--- src/hdl/khr_pkg.sv ---
// Shared types, codes and the publish decision for the keyed handle registry.
// Depends on nothing; every other file in the block imports it.
package khr_pkg;

   localparam int KEY_W    = 32;
   localparam int HANDLE_W = 32;

   // Command codes.
   localparam logic [1:0] CMD_PUBLISH = 2'd0;
   localparam logic [1:0] CMD_LOOKUP  = 2'd1;
   localparam logic [1:0] CMD_CLEAR   = 2'd2;

   // Status codes.
   localparam logic [1:0] ST_OK       = 2'd0;
   localparam logic [1:0] ST_ZERO_ARG = 2'd1;
   localparam logic [1:0] ST_FULL     = 2'd2;
   localparam logic [1:0] ST_PRESENT  = 2'd3;

   // One registered command.
   typedef struct packed {
      logic                valid;
      logic [1:0]          command;
      logic [KEY_W-1:0]    key;
      logic [HANDLE_W-1:0] handle;
   } req_type;

   // What the table reports about the registered command's key.
   typedef struct packed {
      logic                hit;
      logic [HANDLE_W-1:0] hit_handle;
      logic                has_free;
   } look_type;

   // Outcome of a publish: argument check first, then duplicate, then space.
   function automatic logic [1:0] publish_status(
      input logic [KEY_W-1:0]    key,
      input logic [HANDLE_W-1:0] handle,
      input logic                present,
      input logic                has_free
   );
      logic [1:0] st;
      if (key == '0 || handle == '0) begin
         st = ST_ZERO_ARG;
      end else if (present) begin
         st = ST_PRESENT;
      end else if (has_free) begin
         st = ST_OK;
      end else begin
         st = ST_FULL;
      end
      return st;
   endfunction

endpackage

--- src/hdl/khr_req_stage.sv ---
// Input register of the keyed handle registry: captures each command transfer.
// Depends on khr_pkg for the request struct.
module khr_req_stage (
   input  logic                          clock,
   input  logic                          reset,
   input  logic                          start,
   input  logic [1:0]                    req_command,
   input  logic [khr_pkg::KEY_W-1:0]     req_key,
   input  logic [khr_pkg::HANDLE_W-1:0]  req_handle,
   output khr_pkg::req_type              req
);
   import khr_pkg::*;

   logic    valid_ff, valid_in;
   req_type data_ff;

   assign valid_in = start;

   // The valid bit is control state and is cleared by reset.
   always_ff @(posedge clock) begin
      if (reset) begin
         valid_ff <= 1'b0;
      end else begin
         valid_ff <= valid_in;
      end
   end

   // Payload is captured on every transfer and needs no reset.
   always_ff @(posedge clock) begin
      if (start) begin
         data_ff.valid   <= 1'b1;
         data_ff.command <= req_command;
         data_ff.key     <= req_key;
         data_ff.handle  <= req_handle;
      end
   end

   always_comb begin
      req.valid   = valid_ff;
      req.command = data_ff.command;
      req.key     = data_ff.key;
      req.handle  = data_ff.handle;
   end

endmodule

--- src/hdl/khr_table.sv ---
// Entry storage of the keyed handle registry: parallel key compare, lowest
// free entry select, and the publish and clear updates. Depends on khr_pkg.
module khr_table #(
   parameter int ENTRIES = 4
) (
   input  logic              clock,
   input  logic              reset,
   input  khr_pkg::req_type  req,
   output khr_pkg::look_type look
);
   import khr_pkg::*;

   logic [KEY_W-1:0]    keys_ff    [ENTRIES];
   logic [HANDLE_W-1:0] handles_ff [ENTRIES];

   logic [ENTRIES-1:0]  hit_vec;
   logic [ENTRIES-1:0]  free_vec;
   logic [ENTRIES-1:0]  pick_vec;
   logic [HANDLE_W-1:0] hit_handle;
   logic                do_write;
   logic                do_clear;

   // Compare every entry at once; a zero key never hits a free entry.
   // Keys are unique, so at most one entry hits and an OR picks its handle.
   always_comb begin
      hit_handle = '0;
      for (int i = 0; i < ENTRIES; i++) begin
         hit_vec[i]  = (keys_ff[i] == req.key) && (req.key != '0);
         free_vec[i] = (keys_ff[i] == '0);
         hit_handle  = hit_handle | (handles_ff[i] & {HANDLE_W{hit_vec[i]}});
      end
      // Isolate the lowest numbered free entry.
      pick_vec = free_vec & (~free_vec + ENTRIES'(1));
   end

   always_comb begin
      look.hit        = |hit_vec;
      look.hit_handle = hit_handle;
      look.has_free   = |free_vec;
   end

   assign do_write = req.valid && (req.command == CMD_PUBLISH) &&
                     (publish_status(req.key, req.handle, look.hit, look.has_free) == ST_OK);
   assign do_clear = req.valid && (req.command == CMD_CLEAR);

   // Keys mark occupancy, so reset and clear zero them.
   always_ff @(posedge clock) begin
      if (reset) begin
         for (int i = 0; i < ENTRIES; i++) begin
            keys_ff[i] <= '0;
         end
      end else begin
         for (int i = 0; i < ENTRIES; i++) begin
            if (do_clear) begin
               keys_ff[i] <= '0;
            end else if (do_write && pick_vec[i]) begin
               keys_ff[i] <= req.key;
            end
         end
      end
   end

   // A handle is only read through a hit on a key written with it.
   always_ff @(posedge clock) begin
      for (int i = 0; i < ENTRIES; i++) begin
         if (do_write && pick_vec[i]) begin
            handles_ff[i] <= req.handle;
         end
      end
   end

   // A key is never stored twice, so no more than one entry may hit.
   a_single_hit: assert property (@(posedge clock) disable iff (reset)
      $onehot0(hit_vec))
      else $error("more than one entry holds the same key");

   // A write always lands in exactly one free entry.
   a_write_target: assert property (@(posedge clock) disable iff (reset)
      do_write |-> $onehot(pick_vec))
      else $error("publish without a single free entry");

   // After a clear every entry is free.
   a_clear_empties: assert property (@(posedge clock) disable iff (reset)
      do_clear |=> (&free_vec))
      else $error("entries still occupied after clear");

endmodule

--- src/hdl/khr_rsp_stage.sv ---
// Result register of the keyed handle registry: forms status, found and the
// handle from the table report and drives the result strobe. Depends on khr_pkg.
module khr_rsp_stage (
   input  logic                          clock,
   input  logic                          reset,
   input  khr_pkg::req_type              req,
   input  khr_pkg::look_type             look,
   output logic                          rsp_valid,
   output logic [1:0]                    rsp_status,
   output logic                          rsp_found,
   output logic [khr_pkg::HANDLE_W-1:0]  rsp_found_handle
);
   import khr_pkg::*;

   logic                valid_ff, valid_in;
   logic [1:0]          status_ff, status_in;
   logic                found_ff, found_in;
   logic [HANDLE_W-1:0] handle_ff, handle_in;

   // Only publish reports an error; only lookup reports a hit.
   always_comb begin
      valid_in  = req.valid;
      status_in = ST_OK;
      found_in  = 1'b0;
      handle_in = '0;
      case (req.command)
         CMD_PUBLISH: begin
            status_in = publish_status(req.key, req.handle, look.hit, look.has_free);
         end
         CMD_LOOKUP: begin
            found_in  = look.hit;
            handle_in = look.hit_handle;
         end
         default: begin
            status_in = ST_OK;
         end
      endcase
   end

   always_ff @(posedge clock) begin
      if (reset) begin
         valid_ff <= 1'b0;
      end else begin
         valid_ff <= valid_in;
      end
   end

   always_ff @(posedge clock) begin
      status_ff <= status_in;
      found_ff  <= found_in;
      handle_ff <= handle_in;
   end

   assign rsp_valid        = valid_ff;
   assign rsp_status       = status_ff;
   assign rsp_found        = found_ff;
   assign rsp_found_handle = handle_ff;

endmodule

--- src/hdl/keyed_handle_registry_top.sv ---
// Keyed handle registry: a small key to handle table with publish, lookup
// and clear commands. Depends on khr_pkg, khr_req_stage, khr_table, khr_rsp_stage.
//
// Usage:
//  - Command channel: a transfer happens at a rising edge with start high and
//    busy low. busy is always low, so a command may be issued every cycle.
//  - Result channel: each command yields one result, shown for one cycle with
//    rsp_valid high after the command register and the result register. The
//    receiver cannot stall; it must take each result in the cycle it appears.
//  - Throughput is one command per cycle. The entry compare, free entry
//    select and table update all sit between the command register and the
//    result register, so each command sees the table left by the one before.
//  - Publish stores a nonzero key and handle in the lowest free entry, or
//    reports a zero argument, a key already present, or a full table.
//  - Lookup returns found and the stored handle, or zero when there is none.
//  - Clear frees every entry.
//  - Reset (synchronous, active high) frees every entry and drops any
//    command in flight; no result is shown for it.
//  - ENTRIES sets the table depth, from 1 to 64.
module keyed_handle_registry_top #(
   parameter int ENTRIES = 4
) (
   input  logic                          clock,
   input  logic                          reset,
   input  logic                          start,
   output logic                          busy,
   input  logic [1:0]                    req_command,
   input  logic [khr_pkg::KEY_W-1:0]     req_key,
   input  logic [khr_pkg::HANDLE_W-1:0]  req_handle,
   output logic                          rsp_valid,
   output logic [1:0]                    rsp_status,
   output logic                          rsp_found,
   output logic [khr_pkg::HANDLE_W-1:0]  rsp_found_handle
);
   import khr_pkg::*;

   req_type  req;
   look_type look;

   // A new command is taken every cycle.
   assign busy = 1'b0;

   khr_req_stage u_req (
      .clock       (clock),
      .reset       (reset),
      .start       (start),
      .req_command (req_command),
      .req_key     (req_key),
      .req_handle  (req_handle),
      .req         (req)
   );

   khr_table #(
      .ENTRIES (ENTRIES)
   ) u_table (
      .clock (clock),
      .reset (reset),
      .req   (req),
      .look  (look)
   );

   khr_rsp_stage u_rsp (
      .clock            (clock),
      .reset            (reset),
      .req              (req),
      .look             (look),
      .rsp_valid        (rsp_valid),
      .rsp_status       (rsp_status),
      .rsp_found        (rsp_found),
      .rsp_found_handle (rsp_found_handle)
   );

   // Every command transfer yields a result through the command and result registers.
   a_result_follows: assert property (@(posedge clock) disable iff (reset)
      (start && !busy) |-> ##2 rsp_valid)
      else $error("command transfer produced no result");

   // No result appears without a command transfer before it.
   a_no_spurious: assert property (@(posedge clock) disable iff (reset)
      !start |-> ##2 !rsp_valid)
      else $error("result without a command transfer");

   // A hit is only reported with good status.
   a_found_ok: assert property (@(posedge clock) disable iff (reset)
      (rsp_valid && rsp_found) |-> (rsp_status == ST_OK))
      else $error("hit reported with error status");

   // A result without a hit carries a zero handle.
   a_miss_zero: assert property (@(posedge clock) disable iff (reset)
      (rsp_valid && !rsp_found) |-> (rsp_found_handle == '0))
      else $error("nonzero handle without a hit");

endmodule
--- config.mk ---
export PLATFORM = sky130hd
export DESIGN_NAME = keyed_handle_registry_top
export DESIGN_NICKNAME = d
export VERILOG_FILES = /design/src/hdl/khr_pkg.sv /design/src/hdl/khr_req_stage.sv /design/src/hdl/khr_table.sv /design/src/hdl/khr_rsp_stage.sv /design/src/hdl/keyed_handle_registry_top.sv
export SDC_FILE = /design/constraint.sdc
export NUM_CORES = 1
export LEC_CHECK = 0
export BUFFER_PORTS_ARGS = -buffer_cell sky130_fd_sc_hd__buf_2
export CAP_MARGIN = 20
export CORE_MARGIN = 2
export CORE_UTILIZATION = 65
export CTS_CLUSTER_SIZE = 40
export DETAILED_ROUTE_END_ITERATION = 7
export PLACE_DENSITY = 0.9
export SYNTH_ARGS = -nofsm -noshare
export SYNTH_HDL_FRONTEND = slang
export SYNTH_SLANG_ARGS = --single-unit
--- constraint.sdc ---
create_clock -name clock -period 7.67 [get_ports clock]
set_input_delay 0 -clock clock [delete_from_list [all_inputs] [get_ports clock]]
set_output_delay 0 -clock clock [all_outputs]
set_load 0.1 [all_outputs]
==> results.toml <==
[global_routing]
grt_use_total = 0.354
grt_max_degree = 68
grt_pass1_vias = 9395
antenna_found_initial = 0
grt_pass1_wl_um = 61500
overflow = 0

[clock_tree]
cts_setup_buffers = 0
clkLatencyLatePin_ns = 0.54
clkSlewWorstSetupHoldPaths_ns = 0.07
cts_buffer_depth = 3
root_buffer = "clkbuf_16"
numCtsBuffers = 36
cts_tree = "built"
clkSinkCount = 359
cts_resized = 0
cts_hold_buf = 67
htreeDepth = 2

[cells_and_area]
area_delta_synth_final_pct = 17.5
regArea_um2 = 10400
fill_cells = 1171
drive_gt1_frac = 0.248
antennaDiodeCount = 0
nets = 1175
mostFrequentLayoutCells = "322 x edfxtp_1, 128 x xor2_1, 103 x buf_2"
multi_input_area_um2 = 3860
layout_commonest_cell = "edfxtp_1"

[power_and_ir_drop]
sw_frac_of_total = 0.232
seq_power_share = 0.522
power_switching_mw = 1.02
p_per_area_nw_per_um2 = 255
internal_power_mw = 3.37
power_frac_comb = 0.054
peakVddDrop_mv = 0.196
clkPwrFrac = 0.423
p_leak_nw = 5.77

[die]
initial_core_util = 0.666
fp.coreArea_um2 = 22000
die_area_um2 = 23700
die_y_um = 154
die_x_um = 154
io_pins = 106
std_cell_rows = 54

[timing]
finalCritPeriodShare = 0.608
fin_setup_tns_ns = 0
final-max-slew-violation-count = 0
finalSetupViolations = 0
hold_violations = 0
setup_slack_ns = 3.01
rsz0062_at_grt = "false"
finalCriticalPeriod_ns = 4.66
clock.fmax_ghz = 0.215
relSlewSlack = 0.291
clock_skew_ns = 0.0304
tightest_slew_ns = 1.06

[critical_path]
cp_slowest_stage_delay_ns = 0.89
cp.required_ns = 7.81
start_kind = "flop"
crit_slowest_cell = "or4_4"
critPathKind = "reg -> reg"
ff2ff_setup_slack_ns = 3.01
worstPathMaxFanout = 50
cp.arrival_ns = 4.80
end_kind = "flop"
cp_cell_sequence = "nor4_1, nand4_1, nor2_4, nor3_2, buf_4, or4_4, buf_4, nor2_4"

[yosys]
synth_top_area_frac = 0.661
yosysUniqueCellTypes = 29
ys_warn_count = 0
synth_area_um2 = 14600
postSynthAreaPerCell_um2 = 15.2
synth.area.top_cells = "edfxtp_1 66%, xor2_1 7.7%, nor3_2 6.0%"
synth-seq-cells = 359
yosysSeqAreaShare = 0.711
syn_inst = 961
synth_top_area_cell = "edfxtp_1"
syn_nets = 1030

[min_path]
hold_path_class = "in -> reg"

[routing]
ant_nets = 0
route.vias.total = 9747
wl_per_cell_um = 29.4
wirelength_um = 41500
dr.pass1.iters = 6
drc = 0
drt-vias-per-instance = 6.91
drt_iter0_drc = 1673

[placed_design]
place.gp.congestion = 1.02
dp_hpwl_um = 25400
portBuffers = 104
dp_slack_ns = 3.16

[outcome]
status = "complete, no violations"

[run]
cap_violations = 0
-- path summary, 6_finish.rpt --
kind | cells past startpoint | endpoint | startpoint
worst max-delay path | 8 | u_table.handles_ff[2][3]$_DFFE_PP_ | u_req.req[35]$_DFFE_PP_
worst min register to register | 2 | u_rsp.rsp_found_handle[19]$_SDFF_PP0_ | u_table.handles_ff[3][19]$_DFFE_PP_
worst max register to register | 8 | u_table.handles_ff[2][3]$_DFFE_PP_ | u_req.req[35]$_DFFE_PP_
worst min-delay path | 2 | u_req.req[28]$_DFFE_PP_ | req_handle[28]
-- per-stage QoR --
stage / hold WS, ns / cells / area (um2) / total power [mW] / utilization
final: 0.174 / 1411 / 17200 / 4.38 / 0.783
after global routing: 0.172 / 1411 / 17200 / 4.46 / 0.783
after CTS: 0.176 / 1411 / 17200 / 4.34 / 0.783
after detailed placement: 0.178 / 1281 / 15300 / 2.52 / 0.696
after global placement: 0.177 / 1280 / 15300 / 2.52 / 0.695
after floorplan: 0.0716 / 961 / 14600 / 2.41 / -
-- cells in the mapped netlist, drive strengths merged --
| library cell | n |
|---|---|
| o21a | 1 |
| nor2b | 3 |
| nor3 | 133 |
| nand4b | 1 |
| nand3 | 1 |
| nor2 | 12 |
| clkbuf | 34 |
| buf | 47 |
| nand2 | 32 |
| nand2b | 1 |
| a31oi | 1 |
| inv | 1 |
| a21oi | 32 |
| nand4 | 22 |
| dfxtp | 37 |
| o21ai | 4 |
| xor2 | 128 |
| conb | 1 |
| nor4 | 82 |
| a22oi | 64 |
| edfxtp | 322 |
| o31a | 1 |
| or4 | 1 |
-- critical path: cells and delay by family (launching register included) --
family	cells	cell delay (ns)
simple gates	6	2.96
buf+inv	2	0.72
flops	1	0.52
-- sequential cells by signal (all words and copies together), names as in the netlist --
register / flops
u_rsp.rsp_found_handle: 32
u_rsp.rsp_status: 2
u_table.handles_ff: 128
u_rsp.rsp_valid: 1
u_table.keys_ff: 128
u_rsp.rsp_found: 1
u_req.valid_ff: 1
u_req.req: 66
-- final cells by class --
| cell class | instances | area share |
|---|---|---|
| clock buffer | 41 | 0.0560 |
| clock inverter | 22 | 0.0161 |
| inverter | 1 | 0.000218 |
| multi-input combinational | 520 | 0.225 |
| sequential | 359 | 0.606 |
| tap | 280 | 0.0204 |
| timing repair buffer | 188 | 0.0771 |
-- cell families (layout without fill, tap and decap cells) --
family,Yosys count,count (layout),share of synthesized area
AND/OR/NAND/NOR,288,288,0.135
buffers and inverters,82,252,0.0303
other,1,1,0.000256
flip-flops,359,359,0.711
XOR/XNOR,128,128,0.0766
AO/OA/AOI/OAI,103,103,0.0467
-- power groups by stage --
| stage | clock network [mW] | logic [mW] | registers (mW) |
|---|---|---|---|
| 4_1_cts | 1.83 | 0.229 | 2.28 |
| 6_report | 1.86 | 0.238 | 2.29 |
| 3_5_place_dp | 0 | 0.199 | 2.32 |
| 2_1_floorplan | 0 | 0.134 | 2.28 |
| 3_3_place_gp | 0 | 0.200 | 2.32 |
| 5_1_grt | 1.92 | 0.246 | 2.29 |
-- per-layer routing --
metal  track usage  vias to the layer above  wire (um)
met1         0.478                     4754      14800
met3        0.0747                      157       5010
met4         0.145                        0       1980
met5             0                        -          0
met2         0.569                      864      19800
li1              -                     3972          -
No activity file was read; power rests on OpenSTA's default activity.
